## src/rtl/core/tmap_pkg.sv

```systemverilog
`default_nettype none

package tmap_pkg;

    // Table geometry
    localparam int TEMPO_ENTRIES = 64;
    localparam int ADDR_W        = $clog2(TEMPO_ENTRIES);
    localparam int CNT_W         = ADDR_W + 1;

    // Field widths
    localparam int TICK_W = 32;
    localparam int RATE_W = 24;
    localparam int TIME_W = 63;
    localparam int PROD_W = TICK_W + RATE_W;

    // Divider geometry: Q.16 numerator over a divisor below 2^25
    localparam int FRAC_W    = 16;
    localparam int NUM_W     = PROD_W + FRAC_W;
    localparam int DEN_W     = 25;
    localparam int DIV_STEP  = 4;
    localparam int DIV_ITER  = NUM_W / DIV_STEP;
    localparam int DIV_CNT_W = $clog2(DIV_ITER);

    // Configuration port
    localparam int CFG_W = 15;

    // Constants
    localparam logic [RATE_W-1:0] DEFAULT_TEMPO_US = 24'd500000;
    localparam logic [9:0]        MS_PER_S         = 10'd1000;

    typedef logic [ADDR_W-1:0] t_addr;
    typedef logic [CNT_W-1:0]  t_cnt;

    typedef enum logic {
        REQ_INSERT = 1'b0,
        REQ_QUERY  = 1'b1
    } t_req_type;

    typedef enum logic {
        MODE_METRICAL = 1'b0,
        MODE_SMPTE    = 1'b1
    } t_mode;

    typedef enum logic [1:0] {
        CFG_TIME_MODE       = 2'd0,
        CFG_TICKS_PER_BEAT  = 2'd1,
        CFG_FRAME_RATE      = 2'd2,
        CFG_TICKS_PER_FRAME = 2'd3
    } t_cfg_idx;

    typedef enum logic [3:0] {
        ST_IDLE,
        ST_INS_RD,
        ST_INS_CHK,
        ST_QRY_RD,
        ST_QRY_CHK,
        ST_MUL,
        ST_DIV_GO,
        ST_DIV_WAIT,
        ST_DONE
    } t_state;

    typedef struct packed {
        t_req_type          req_type;
        logic [TICK_W-1:0]  tick;
        logic [RATE_W-1:0]  tempo_us;
    } t_req;

    typedef struct packed {
        logic [TIME_W-1:0] time_ms_q16;
        logic              status;
    } t_res;

    typedef struct packed {
        logic [TICK_W-1:0] tick;
        logic [RATE_W-1:0] rate;
    } t_entry;

endpackage

`default_nettype wire

```

## src/rtl/core/tmap_table.sv

```systemverilog
`default_nettype none

module tmap_table (
    input  wire logic            i_clk,
    input  wire logic            i_we,
    input  wire tmap_pkg::t_addr i_waddr,
    input  wire tmap_pkg::t_entry i_wdata,
    input  wire logic            i_re,
    input  wire tmap_pkg::t_addr i_raddr,
    output tmap_pkg::t_entry     o_rdata
);
    import tmap_pkg::*;

    t_entry r_mem [TEMPO_ENTRIES];
    t_entry r_rdata;

    // Write port
    always_ff @(posedge i_clk) begin
        if (i_we) begin
            r_mem[i_waddr] <= i_wdata;
        end
    end

    // Registered read port
    always_ff @(posedge i_clk) begin
        if (i_re) begin
            r_rdata <= r_mem[i_raddr];
        end
    end

    assign o_rdata = r_rdata;

endmodule

`default_nettype wire

```

## config.mk

```make
export PLATFORM = sky130hd
export DESIGN_NAME = tmap_table
export DESIGN_NICKNAME = d
export VERILOG_FILES = /design/src/rtl/core/tmap_pkg.sv /design/src/rtl/core/tmap_table.sv
export SDC_FILE = /design/constraint.sdc
export NUM_CORES = 2
export LEC_CHECK = 0
export BUFFER_PORTS_ARGS = -buffer_cell sky130_fd_sc_hd__buf_4
export CAP_MARGIN = 40
export CORE_ASPECT_RATIO = 0.9
export CORE_MARGIN = 2
export CORE_UTILIZATION = 52
export DETAILED_ROUTE_END_ITERATION = 8
export PLACE_DENSITY_LB_ADDON = 0.1
export SYNTH_ARGS = -nofsm -noshare
export SYNTH_HDL_FRONTEND = slang
export SYNTH_SLANG_ARGS = --single-unit
```

## constraint.sdc

```tcl
create_clock -name i_clk -period 6.65 [get_ports i_clk]
set_input_delay 0.665 -clock i_clk [delete_from_list [all_inputs] [get_ports i_clk]]
set_output_delay 0.665 -clock i_clk [all_outputs]
set_load 0.005 [all_outputs]
```

* After elaboration in Yosys (flattened, before gate mapping)
Memory sizes are Yosys's and may differ from the RTL's. A register that Yosys moved wholly into a read port is not among the register bits.
Cells that the tools add are included.
Widths: inputs -> output; s select.
** Word-level totals
- Memory bits (writable) :: 3584
- Register bits after elaboration :: 0
- Memories :: 1
- Bits of input ports :: 71
- Logic and storage cells :: 3
- Output and inout bits :: 56
** Memories
- r_mem :: words 64, bits a word 56, rd ports 1, clocked after memory_dff 1, wr ports 1, line tmap_table.sv:14 : t_entry r_mem [TEMPO_ENTRIES];
** Operators by class
- Muxes and demuxes :: 2
** Operators by type and width (number)
- $mux 1 :: 2

* Logic depth before layout (Yosys ltp)
- Depth after elaboration :: 2
- Mapped depth :: 10
- Gate-level depth less buffers :: 5

* Least setup slack after synthesis
No wires, ideal clock.
- Path kind :: input -> register
- Start point :: in i_waddr[3]
- End point :: mem r_mem[48][0] (netlist bit), enable pin
- Buffers on the path :: 1
- Data required time :: 6.112 ns
- Library setup time :: 0.538 ns
- Path slack :: 1.138 ns
- Stages on the path :: 4
- Arrival time :: 4.974 ns
- Cell sequence :: clkbuf_1 nor2b_1 nand4b_1 nor3_1
** RTL lines
- from (decl) :: line tmap_table.sv:6 : input wire tmap_pkg::t_addr i_waddr,
- to (decl) :: line tmap_table.sv:14
No word-level cell before the write port.

==> results.cfg <==
[status]
status = complete, no violations

[setup_path]
crit_chain = buf_6, buf_4, nand2b_2, buf_4, o221ai_1, o22ai_1, o21a_1
r2r_cells = 5
critPathKind = input port to register
crit_fanout = 44
crit_arrival_ps = 4100
endpoint_kind = register
crit_slowest_cell = nand2b_2
max_stage_delay_ps = 800
required_ps = 7410
path_common_cell = buf_4
start_kind = input port

[clock_network]
cts_buffer_depth = 4
clkLatencyLatePin_ps = 920
cts_resized = 0
cts_setup_buffers = 0
clkSinkCount = 3640
htreeDepth = 5
cts_tree = built
numCtsBuffers = 362
path_clk_slew_ps = 60
clockRootBuffer = clkbuf_16
postCtsHoldBufs = 0

[pwr]
ir_worst_vdd_mv = 0.249
p_leak_nw = 48.6
power.density_mw_per_mm2 = 304

[final_layout]
drive_gt1_frac = 0.269
finish.utilization = 0.591
areaGrowthSynthToFinish_pct = 13.4
fin_cells = 10167
finalNetCount = 6424
fillers = 18678

[grt]
grt_remaining_overflow = 0
grt_pass1_wl_mm = 539
antenna_found_initial = 38
grt_use_total = 0.291
grt_start_max_net_pins = 123
grt_pass1_vias = 66399

[placed_design]
numPortBuffers = 126
placedCellCount = 9518
place_congestion = 0.789
hpwl_mm = 216

[sta]
finalCritPeriodShare = 0.502
min_period_ps = 3340
fin_tns_setup_ps = 0
rsz0062_at_grt = no
drv_slew = 0
hold_violations = 0
max_freq_ghz = 0.299
clock-skew-final_ps = 67.9
max_slew_margin = 0.275
setup_viol = 0
worstMarginPinSlew_ps = 1090

[synthesis]
synth_common_cells = edfxtp_1 (3640), mux4_2 (803), o22ai_1 (252), mux2i_1 (217), clkbuf_1 (122)
syn_area_per_cell_sq_um = 23.1
yosysMostFrequentCell = edfxtp_1
ys.warnings.count = 0
syn_area_sq_mm = 0.138
yosysSeqAreaShare = 0.795
netlist_instances = 5949
yosys.area.top_type = edfxtp_1
synth_flop_cell = edfxtp_1
ys_types = 46
ys_ff_latch = 3640
synthTopCellsByArea = edfxtp_1 (79%), mux4_2 (13%), mux2i_1 (1.6%)
synth_edf_count = 3640
synthArstFlopShare = 0
syn_nets = 6020
synth_top_area_frac = 0.795

[die]
ios = 127
start_util = 0.522
row_count = 179
coreArea_sq_mm = 0.264
fp.dieH_um = 492
dieWidth_um = 546
dieArea_sq_mm = 0.269

[detailed_routing]
via_count = 68101
drc = 0
drt_iter0_drc = 9274
firstDrtPassIters = 5
ant_nets = 0
finalWirelength_mm = 393
vias_per_cell = 6.70
avgRoutedWirePerCell_um = 38.7

[worst_hold_path]
hold_depth = 1
hold_class = input port to register

[job]
max-cap-violations = 0
## kinds of logic (layout without fill, tap and decap cells)
group / Yosys count / count (layout) / share of synthesized area
DFF: 3640 / 3640 / 0.795
muxes: 1051 / 1051 / 0.150
AOI/OAI and AO/OA: 591 / 591 / 0.0298
buffers and inverters: 343 / 1018 / 0.0141
and+or+nand+nor: 324 / 324 / 0.0116
other: 0 / 14 / 0
## final timing paths
kind,from,endpoint,slack (ps)
max,i_raddr[3],o_rdata[53],3310
min,i_wdata[2],r_mem[17][2],270
max reg2reg,r_mem[6][5],o_rdata[5],4260
min reg2reg,r_mem[39][36],o_rdata[36],930
## registers in the layout (all words and copies together), names as in the netlist
name,count
o_rdata,56
r_mem,3584
## power by group
group / switching [mW] / leakage, nW / internal, mW / total [mW]
logic: 1.40 / 10.3 / 0.803 / 2.21
clock network: 8.51 / 5.46 / 11.2 / 19.7
registers: 0.0938 / 32.8 / 25.5 / 25.5
## critical path: cells and delay by family
kind	cells	cell delay, ps
AOI/OAI and AO/OA	3	1090
buffers and inverters	3	1440
and+or+nand+nor	1	800
## cell usage in the layout (no fill, tap or decap), types with 25 or more instances in the layout
cell / netlist / layout
mux2_2: 31 / 31
clkbuf_16: 0 / 367
nor2_1: 89 / 25
o21ai_0: 40 / 40
clkinv_2: 0 / 49
clkbuf_1: 122 / 81
nand3_1: 29 / 28
o22ai_1: 252 / 252
mux2i_1: 217 / 217
nand2_1: 75 / 69
o221ai_1: 57 / 57
a211oi_1: 37 / 37
buf_4: 68 / 294
bufinv_16: 0 / 27
buf_12: 0 / 47
buf_16: 0 / 30
clkinv_1: 0 / 83
o21a_1: 33 / 33
nor4_1: 35 / 35
mux4_2: 803 / 803
a22oi_1: 73 / 73
edfxtp_1: 3640 / 3640
nor2_4: 0 / 63
## area by class of cell
class / instances / area, sq um / area share
Antenna cell: 14 / 35.0 / 0.000225
Sequential cell: 3640 / 109000 / 0.701
Multi-Input combinational cell: 1966 / 26900 / 0.172
Clock inverter: 187 / 1720 / 0.0110
Clock buffer: 448 / 9490 / 0.0609
Timing Repair Buffer: 382 / 4100 / 0.0263
Tap cell: 3529 / 4420 / 0.0283
Inverter: 1 / 8.76 / 0.0000562
## per-layer routing
metal / share of wire / wire length [um] / GRT usage
met1: 0.40 / 158000 / 0.421
met2: 0.47 / 186000 / 0.451
met3: 0.089 / 35000 / 0.0524
met4: 0.037 / 14700 / 0.105
met5: 0.00015 / 58 / 0
## metrics by stage
stage,total power [mW],worst slack [ps],area [sq um],hold slack (ps)
after floorplan,27.2,1140,138000,764
after global placement,28.2,2480,143000,875
after detailed placement,28.2,2550,145000,906
after CTS,47.7,3500,156000,213
after global routing,48.6,3330,156000,272
final,47.4,3310,156000,272
No activity file was read; power rests on OpenSTA's default activity.
