==> src/rtl/core/tmap_pkg.sv <==
`default_nettype none

package tmap_pkg;

    // Table geometry
    localparam int TEMPO_ENTRIES = 64;
    localparam int ADDR_W        = $clog2(TEMPO_ENTRIES);
    localparam int CNT_W         = ADDR_W + 1;

    // Field widths
    localparam int TICK_W = 32;
    localparam int RATE_W = 24;
    localparam int TIME_W = 63;
    localparam int PROD_W = TICK_W + RATE_W;

    // Divider geometry: Q.16 numerator over a divisor below 2^25
    localparam int FRAC_W    = 16;
    localparam int NUM_W     = PROD_W + FRAC_W;
    localparam int DEN_W     = 25;
    localparam int DIV_STEP  = 4;
    localparam int DIV_ITER  = NUM_W / DIV_STEP;
    localparam int DIV_CNT_W = $clog2(DIV_ITER);

    // Configuration port
    localparam int CFG_W = 15;

    // Constants
    localparam logic [RATE_W-1:0] DEFAULT_TEMPO_US = 24'd500000;
    localparam logic [9:0]        MS_PER_S         = 10'd1000;

    typedef logic [ADDR_W-1:0] t_addr;
    typedef logic [CNT_W-1:0]  t_cnt;

    typedef enum logic {
        REQ_INSERT = 1'b0,
        REQ_QUERY  = 1'b1
    } t_req_type;

    typedef enum logic {
        MODE_METRICAL = 1'b0,
        MODE_SMPTE    = 1'b1
    } t_mode;

    typedef enum logic [1:0] {
        CFG_TIME_MODE       = 2'd0,
        CFG_TICKS_PER_BEAT  = 2'd1,
        CFG_FRAME_RATE      = 2'd2,
        CFG_TICKS_PER_FRAME = 2'd3
    } t_cfg_idx;

    typedef enum logic [3:0] {
        ST_IDLE,
        ST_INS_RD,
        ST_INS_CHK,
        ST_QRY_RD,
        ST_QRY_CHK,
        ST_MUL,
        ST_DIV_GO,
        ST_DIV_WAIT,
        ST_DONE
    } t_state;

    typedef struct packed {
        t_req_type          req_type;
        logic [TICK_W-1:0]  tick;
        logic [RATE_W-1:0]  tempo_us;
    } t_req;

    typedef struct packed {
        logic [TIME_W-1:0] time_ms_q16;
        logic              status;
    } t_res;

    typedef struct packed {
        logic [TICK_W-1:0] tick;
        logic [RATE_W-1:0] rate;
    } t_entry;

endpackage

`default_nettype wire

==> src/rtl/core/tmap_div.sv <==
`default_nettype none

module tmap_div (
    input  wire logic                        i_clk,
    input  wire logic                        i_rst_n,
    input  wire logic                        i_start,
    input  wire logic [tmap_pkg::NUM_W-1:0]  i_num,
    input  wire logic [tmap_pkg::DEN_W-1:0]  i_den,
    output logic                             o_done,
    output logic [tmap_pkg::NUM_W-1:0]       o_quot
);
    import tmap_pkg::*;

    logic [NUM_W-1:0]     r_num;
    logic [NUM_W-1:0]     n_num;
    logic [DEN_W-1:0]     r_den;
    logic [DEN_W-1:0]     r_rem;
    logic [DEN_W-1:0]     n_rem;
    logic [DIV_CNT_W-1:0] r_cnt;
    logic                 r_busy;
    logic                 r_done;

    // Retire DIV_STEP quotient bits per cycle; quotient shifts in behind the numerator
    always_comb begin
        logic [DEN_W:0]   rem_ext;
        logic [DEN_W-1:0] rem;
        logic [NUM_W-1:0] num;
        rem = r_rem;
        num = r_num;
        for (int k = 0; k < DIV_STEP; k++) begin
            rem_ext = {rem, num[NUM_W-1]};
            if (rem_ext >= {1'b0, r_den}) begin
                rem_ext = rem_ext - {1'b0, r_den};
                num     = {num[NUM_W-2:0], 1'b1};
            end else begin
                num     = {num[NUM_W-2:0], 1'b0};
            end
            rem = rem_ext[DEN_W-1:0];
        end
        n_rem = rem;
        n_num = num;
    end

    // Sequence control
    always_ff @(posedge i_clk) begin
        if (!i_rst_n) begin
            r_busy <= 1'b0;
            r_done <= 1'b0;
            r_cnt  <= '0;
        end else begin
            r_done <= 1'b0;
            if (i_start) begin
                r_busy <= 1'b1;
                r_cnt  <= '0;
            end else if (r_busy) begin
                r_cnt <= r_cnt + 1'b1;
                if (r_cnt == DIV_CNT_W'(DIV_ITER - 1)) begin
                    r_busy <= 1'b0;
                    r_done <= 1'b1;
                end
            end
        end
    end

    // Operand and remainder registers
    always_ff @(posedge i_clk) begin
        if (i_start) begin
            r_num <= i_num;
            r_den <= i_den;
            r_rem <= '0;
        end else if (r_busy) begin
            r_num <= n_num;
            r_rem <= n_rem;
        end
    end

    assign o_done = r_done;
    assign o_quot = r_num;

endmodule

`default_nettype wire

==> config.mk <==
export PLATFORM = sky130hd
export DESIGN_NAME = tmap_div
export DESIGN_NICKNAME = d
export VERILOG_FILES = /design/src/rtl/core/tmap_pkg.sv /design/src/rtl/core/tmap_div.sv
export SDC_FILE = /design/constraint.sdc
export NUM_CORES = 1
export LEC_CHECK = 0
export ABC_AREA = 1
export BUFFER_PORTS_ARGS = -buffer_cell sky130_fd_sc_hd__buf_2
export CELL_PAD_IN_SITES_DETAIL_PLACEMENT = 0
export CELL_PAD_IN_SITES_GLOBAL_PLACEMENT = 1
export CORE_MARGIN = 5
export CORE_UTILIZATION = 43
export CTS_BUF_LIST = sky130_fd_sc_hd__clkbuf_8
export DETAILED_ROUTE_END_ITERATION = 8
export GPL_ROUTABILITY_DRIVEN = 0
export PLACE_DENSITY = 0.89
export SYNTH_ARGS = -nofsm -noshare
export SYNTH_HDL_FRONTEND = slang
export SYNTH_SLANG_ARGS = --single-unit
==> constraint.sdc <==
create_clock -name i_clk -period 10.2 [get_ports i_clk]
set_input_delay 1.02 -clock i_clk [delete_from_list [all_inputs] [get_ports i_clk]]
set_output_delay 1.02 -clock i_clk [all_outputs]
set_load 0.01 [all_outputs]
---- Yosys cells after proc, flatten, opt, wreduce, memory -nomap -nowiden ----
Index checks and enable logic that the tools add are counted.
operators by class
  $lt $le $gt $ge ......................... 4
  reductions and logical operators ........ 3
  muxes and demuxes ....................... 14
  equal/unequal tests ..................... 1
  bitwise gates (word level) .............. 2
  $add $sub $neg .......................... 5
operators by type and width
  operator                                                        number
  72-bit 2-to-1 mux                                               2
  26-bit by 25-bit greater-or-equal comparator with 1-bit output  4
  25-bit 2-to-1 mux                                               4
  25-bit subtractor                                               4
  1-bit 2-to-1 mux                                                8
  5-bit by 1-bit adder with 5-bit output (second input constant)  1
  5-bit == test (second input constant)                           1
  3-bit OR reduction                                              1
  1-bit NOT                                                       2
  2-bit nonzero test                                              1
  2-bit OR reduction                                              1
word-level totals
  input port bits ......................... 100
  register bits after elaboration ......... 129
  logic and storage cells ................. 35
  output and inout port bits .............. 73

---- Logic depth before layout (Yosys ltp) ----
  depth in word-level cells ............... 10
  gate-level depth with buffers ........... 67
  gate-level depth less buffers ........... 62

---- Least setup slack after synthesis ----
No wires, ideal clock.
  path kind ............................... flip-flop to flip-flop
  start ................................... register r_num[71] (netlist: o_quot[71])
  end ..................................... register r_num[0] (netlist: o_quot[0]) (data pin)
  library setup time ...................... 271 ps
  required time ........................... 9929 ps
  slack ................................... 2217 ps
  cell stages (with the launch flop) ...... 57
  arrival ................................. 7712 ps
  path buffers ............................ 4
  clock period less this slack ............ 7983 ps
  cell sequence ........................... edfxtp_1 > inv_1 > ha_1 > inv_1 > fa_1 > nand3_1 > nand3_1 > nand2_1 > nand3_2 > buf_2 > or2_2 > o21ai_0 > inv_1 > ha_1 > nand3_1 > nand3_1 > nand2_1 > nand2_1 > [... 21 more ...] > clkbuf_1 > nand3_1 > nand2_1 > inv_1 > ha_1 > a21oi_1 > o21ai_0 > nand2_1 > o211ai_1 > nand2_1 > nand3_1 > nand2_1 > nand2_1 > nand3_1 > nand2_1 > a21oi_2 > clkbuf_1 > a31oi_1
on the way
  cells in the longest elaborated chain, start to end .. 10
  elaborated cells on any way between the ends .. 13
  those cells by class .................... add/sub (3); order compare (4); mux (6)
ends and longest elaborated chain
  item                                                                                                 line                            text
  from (decl)                                                                                          tmap_div.sv:14                  logic [NUM_W-1:0] r_num;
  from (signal assigned)                                                                               tmap_div.sv:68                  r_num <= i_num;
  from (signal assigned)                                                                               tmap_div.sv:72                  r_num <= n_num;
  25-bit subtractor or 26-bit by 25-bit greater-or-equal comparator with 1-bit output (tied branches)  tmap_div.sv:33, tmap_div.sv:32
  25-bit 2-to-1 mux *                                                                                  tmap_div.sv:32                  if (rem_ext >= {1'b0, r_den}) begin
  25-bit subtractor or 26-bit by 25-bit greater-or-equal comparator with 1-bit output (tied branches)  tmap_div.sv:33, tmap_div.sv:32
  25-bit 2-to-1 mux *                                                                                  tmap_div.sv:32
  25-bit subtractor or 26-bit by 25-bit greater-or-equal comparator with 1-bit output (tied branches)  tmap_div.sv:33, tmap_div.sv:32
  25-bit 2-to-1 mux *                                                                                  tmap_div.sv:32
  26-bit by 25-bit greater-or-equal comparator with 1-bit output *                                     tmap_div.sv:32
  1-bit 2-to-1 mux *                                                                                   tmap_div.sv:32
  72-bit 2-to-1 mux *                                                                                  tmap_div.sv:71                  end else if (r_busy) begin
  72-bit 2-to-1 mux *                                                                                  tmap_div.sv:67                  if (i_start) begin
Mark *: on every way between the ends. The rest lies on a longest branch, timed or not. The select of a mux whose other input is x is not followed.
A chain may end at the register's enable or synchronous reset.

---- Worst setup path after layout ----
  start ................................... register r_den[7]
  end ..................................... register r_rem[13]
on the way
  cells in the longest elaborated chain, start to end .. 8
  elaborated cells on any way between the ends .. 12
  those cells by class .................... add/sub (4); order compare (4); mux (4)
ends and longest elaborated chain
  item                                                                                                 line                            text
  from (decl)                                                                                          tmap_div.sv:16                  logic [DEN_W-1:0] r_den;
  from (signal assigned)                                                                               tmap_div.sv:69                  r_den <= i_den;
  25-bit subtractor or 26-bit by 25-bit greater-or-equal comparator with 1-bit output (tied branches)  tmap_div.sv:33, tmap_div.sv:32
  25-bit 2-to-1 mux                                                                                    tmap_div.sv:32
  25-bit subtractor or 26-bit by 25-bit greater-or-equal comparator with 1-bit output (tied branches)  tmap_div.sv:33, tmap_div.sv:32
  25-bit 2-to-1 mux                                                                                    tmap_div.sv:32
  25-bit subtractor or 26-bit by 25-bit greater-or-equal comparator with 1-bit output (tied branches)  tmap_div.sv:33, tmap_div.sv:32
  25-bit 2-to-1 mux                                                                                    tmap_div.sv:32
  25-bit subtractor or 26-bit by 25-bit greater-or-equal comparator with 1-bit output (tied branches)  tmap_div.sv:33, tmap_div.sv:32
  25-bit 2-to-1 mux *                                                                                  tmap_div.sv:32
  to (signal assigned)                                                                                 tmap_div.sv:73                  r_rem <= n_rem;
  to (decl)                                                                                            tmap_div.sv:17                  logic [DEN_W-1:0] r_rem;
Mark *: on every way between the ends. The rest lies on a longest branch, timed or not.

==> impl_results.md <==
* Count of max-cap constraint violations at 0
* Avg Cell Area, Syn at between 6 and 7 µm²
* Root buffer selected by CTS: sky130_fd_sc_hd__clkbuf_8
* Share of the clock period used by the worst path after layout at 93.33%
* Cell with the most instances on the worst path: sky130_fd_sc_hd__nand2_1
* Total length of routed wires at 43900 µm
* Result of the run: finished clean
* Synthesized net count at 2112
* Data required time at the worst endpoint at between 10 and 15 ns
* Total number of vias at 13.17k
* CTS Sinks at 129
* Minimum clock period at 9.520 ns
* Register clock-pin slew on the reported worst setup and hold paths at 0.09 ns
* Count of input and output buffers at 172
* Post-route antenna net violation count at 0
* Worst Max-Slew Pin Slew at 1.109 ns
* Count of cell types in the netlist at 45
* Hold buffer count at cts at 0
* Post-route DRC at 0
* Number of diodes at 0
* Combined area of all synthesized cells at between 10000 and 15000 µm²
* Initial antenna violation count at 3
* CTS tree: built
* Maximum net fanout on the critical path at 33
* Crit-path max cell delay at 0.47 ns
* Violation count after the first detailed-route iteration at 1291
* Finish-stage setup viols at 0
* HPWL reported at the end of detailed placement at 34460 µm
* FP Rows at 62
* Net total in the final layout at roughly 2.3k
* Starting density of the core at 43.45%
* Synth Warn # at 0
* Crit start category: flip-flop
* Data arrival time of the critical path at 9.88 ns
* I/O Pins at approximately 170
* Global Route Usage Sum at 25.98%
* Maximum number of pins on one net before global-route repair at 98
* Primary flip-flop cell chosen by synthesis mapping: sky130_fd_sc_hd__edfxtp_1
* Number of max-slew violations in the final report at 0
* Worst slew slack as a fraction of its limit at 26.06%
* Timing-limited maximum frequency at around 110 MHz
* Cell with the biggest individual delay on the critical path: sky130_fd_sc_hd__fa_1
* Fraction of final layout cells sized beyond drive strength 1 at 13.02%
* First-pass iteration count of the detailed router at 6
* WL/cell at between 15 and 20 µm
* Vias in the first global route at ~12k
* RSZ-0062 raised after global routing: no
* First-pass GRT wire length at roughly 67000 µm
* Floorplan core area at ~29000 µm²
* Count of flip-flops with a built-in enable after synthesis at 97
* Area delta synth->final at 13.36%
* Final count of hold timing violations at 0
* Routed vias/inst at 5.339
* Proportion of synthesized flip-flops having asynchronous set or reset at 0%
* Cell count after synthesis at 1906
* Residual overflow from global routing at 0
* Total of flip-flops plus latches after synthesis at 129
* Area enclosed by the die boundary at between 30000 and 40000 µm²
* Worst Setup End Kind: flip-flop
* Worst-case clock buffer depth at 2
* Clock skew at between 0.015 and 0.02 ns
* Source-to-sink clock delay at the later pin of the worst-skew pair at 0.47 ns
* Register area share after synthesis at 28.57%
* Total CTS buffers at 17
* Overall die height at 180.1 µm
* Setup TNS at 0 ns
* H-Tree Depth at 4
* Min-Delay Path Class: reg -> reg
* Die width at ~180 µm
* WS Path Type: reg -> reg
[registers in the layout (all words and copies together) (netlist names)]
signal,cells
o_done,1
r_cnt,5
r_den,25
r_busy,1
r_rem,25
o_quot,72
[cells by family after synthesis]
family / Yosys count / synth area share [%]
AO/OA/AOI/OAI: 214 / 9.587
AND/OR/NAND/NOR: 1068 / 35.68
buffers and inverters: 309 / 9.627
flip-flops: 129 / 28.57
adder cells (fa/ha/maj): 106 / 10.90
XOR/XNOR: 80 / 5.633
[worst paths after layout]
path,start,end,slack (ns),cells past startpoint
worst max-delay path,r_den[7],r_rem[13],0.68,55
worst min-delay path,r_rem[15],r_rem[15],0.49,2
worst max register to register,r_den[7],r_rem[13],0.68,55
worst min register to register,r_rem[15],r_rem[15],0.49,2
[timing repair]
| item | in CTS | in global routing |
|---|---|---|
| setup endpoints to repair | 0 | 25 |
| gates resized for setup | 0 | 6 |
| endpoints found under the hold margin | 0 | 0 |
| buffers inserted | 0 | 1 |
[synthesized netlist by cell type (5+ instances only)]
cell type | n | area share [%]
sky130_fd_sc_hd__a21o_1 | 8 | 0.48
sky130_fd_sc_hd__a21oi_1 | 107 | 4.3
sky130_fd_sc_hd__a31oi_1 | 7 | 0.35
sky130_fd_sc_hd__buf_2 | 12 | 0.48
sky130_fd_sc_hd__clkbuf_1 | 25 | 0.75
sky130_fd_sc_hd__dfxtp_1 | 32 | 5.2
sky130_fd_sc_hd__edfxtp_1 | 97 | 23
sky130_fd_sc_hd__ha_1 | 102 | 10
sky130_fd_sc_hd__inv_1 | 247 | 7.5
sky130_fd_sc_hd__inv_2 | 17 | 0.51
sky130_fd_sc_hd__nand2_1 | 726 | 22
sky130_fd_sc_hd__nand3_1 | 167 | 6.7
sky130_fd_sc_hd__nand3_2 | 5 | 0.40
sky130_fd_sc_hd__nand4_1 | 24 | 1.2
sky130_fd_sc_hd__nor2_1 | 103 | 3.1
sky130_fd_sc_hd__nor3_1 | 9 | 0.36
sky130_fd_sc_hd__nor4_1 | 8 | 0.40
sky130_fd_sc_hd__o211ai_1 | 5 | 0.30
sky130_fd_sc_hd__o21a_1 | 5 | 0.30
sky130_fd_sc_hd__o21ai_0 | 62 | 2.5
sky130_fd_sc_hd__o21bai_1 | 7 | 0.42
sky130_fd_sc_hd__or2_2 | 10 | 0.50
sky130_fd_sc_hd__xnor2_1 | 42 | 3.0
sky130_fd_sc_hd__xor2_1 | 38 | 2.7
[layout by cell type, fill, tap and decap left out, types with 7 or more instances in the layout]
cell type / count
sky130_fd_sc_hd__inv_1: 245
sky130_fd_sc_hd__dfxtp_1: 32
sky130_fd_sc_hd__clkbuf_8: 17
sky130_fd_sc_hd__nand3_1: 167
sky130_fd_sc_hd__o21ai_0: 59
sky130_fd_sc_hd__nor2_1: 102
sky130_fd_sc_hd__edfxtp_1: 97
sky130_fd_sc_hd__xnor2_1: 42
sky130_fd_sc_hd__nor3_1: 9
sky130_fd_sc_hd__a21oi_1: 107
sky130_fd_sc_hd__or2_2: 10
sky130_fd_sc_hd__xor2_1: 38
sky130_fd_sc_hd__ha_1: 102
sky130_fd_sc_hd__nand2_1: 726
sky130_fd_sc_hd__nand4_1: 24
sky130_fd_sc_hd__inv_2: 18
sky130_fd_sc_hd__buf_4: 16
sky130_fd_sc_hd__o21bai_1: 7
sky130_fd_sc_hd__nor4_1: 8
sky130_fd_sc_hd__buf_2: 171
sky130_fd_sc_hd__a21o_1: 8
sky130_fd_sc_hd__a31oi_1: 7
[worst max-delay path: cells and delay by family (launching register included)]
| family | cells | cell delay, ns |
|---|---|---|
| simple gates | 38 | 4.73 |
| buf+inv | 9 | 1.75 |
| fa+ha+maj | 4 | 1.58 |
| compound gates | 4 | 0.92 |
| flops | 1 | 0.37 |
[metrics by stage]
| stage | utilization (%) | std cells | hold WS [ns] | worst slack [ns] | cell area [µm²] |
|---|---|---|---|---|---|
| 6_report | 49.26 | 2466 | 0.4896 | 0.6801 | 14100 |
| 5_1_grt | 49.26 | 2466 | 0.5203 | 0.005898 | 14100 |
| 4_1_cts | 49.20 | 2465 | 0.4914 | 0.7995 | 14080 |
| 3_5_place_dp | 47.83 | 2433 | 0.4765 | 0.8276 | 13690 |
| 3_3_place_gp | 47.83 | 2433 | 0.4638 | 1.024 | 13690 |
| 2_1_floorplan | - | 1906 | 0.4401 | 2.217 | 12440 |
[routing by layer]
metal	up-vias	track usage [%]	wire length, µm	part of all wire [%]
li1	6476	-	-	-
met1	5985	34.36	18260	42
met2	602	42.20	19870	45
met3	97	5.309	4078	9.3
met4	6	9.649	1643	3.7
met5	-	0	47	0.11
[area by class of cell]
type	count	area (µm²)
well taps	384	480.5
clock inverters	15	157.7
flip-flops and latches	129	3553
multi-input cells	1468	7697
inverters	266	1001
fillers	2957	14530
clock buffers	17	234.0
repair buffers	187	975.9
Power is left out: the tool's default activity adds up to more than one toggle a clock period on the data nets, which glitch-free logic cannot reach.
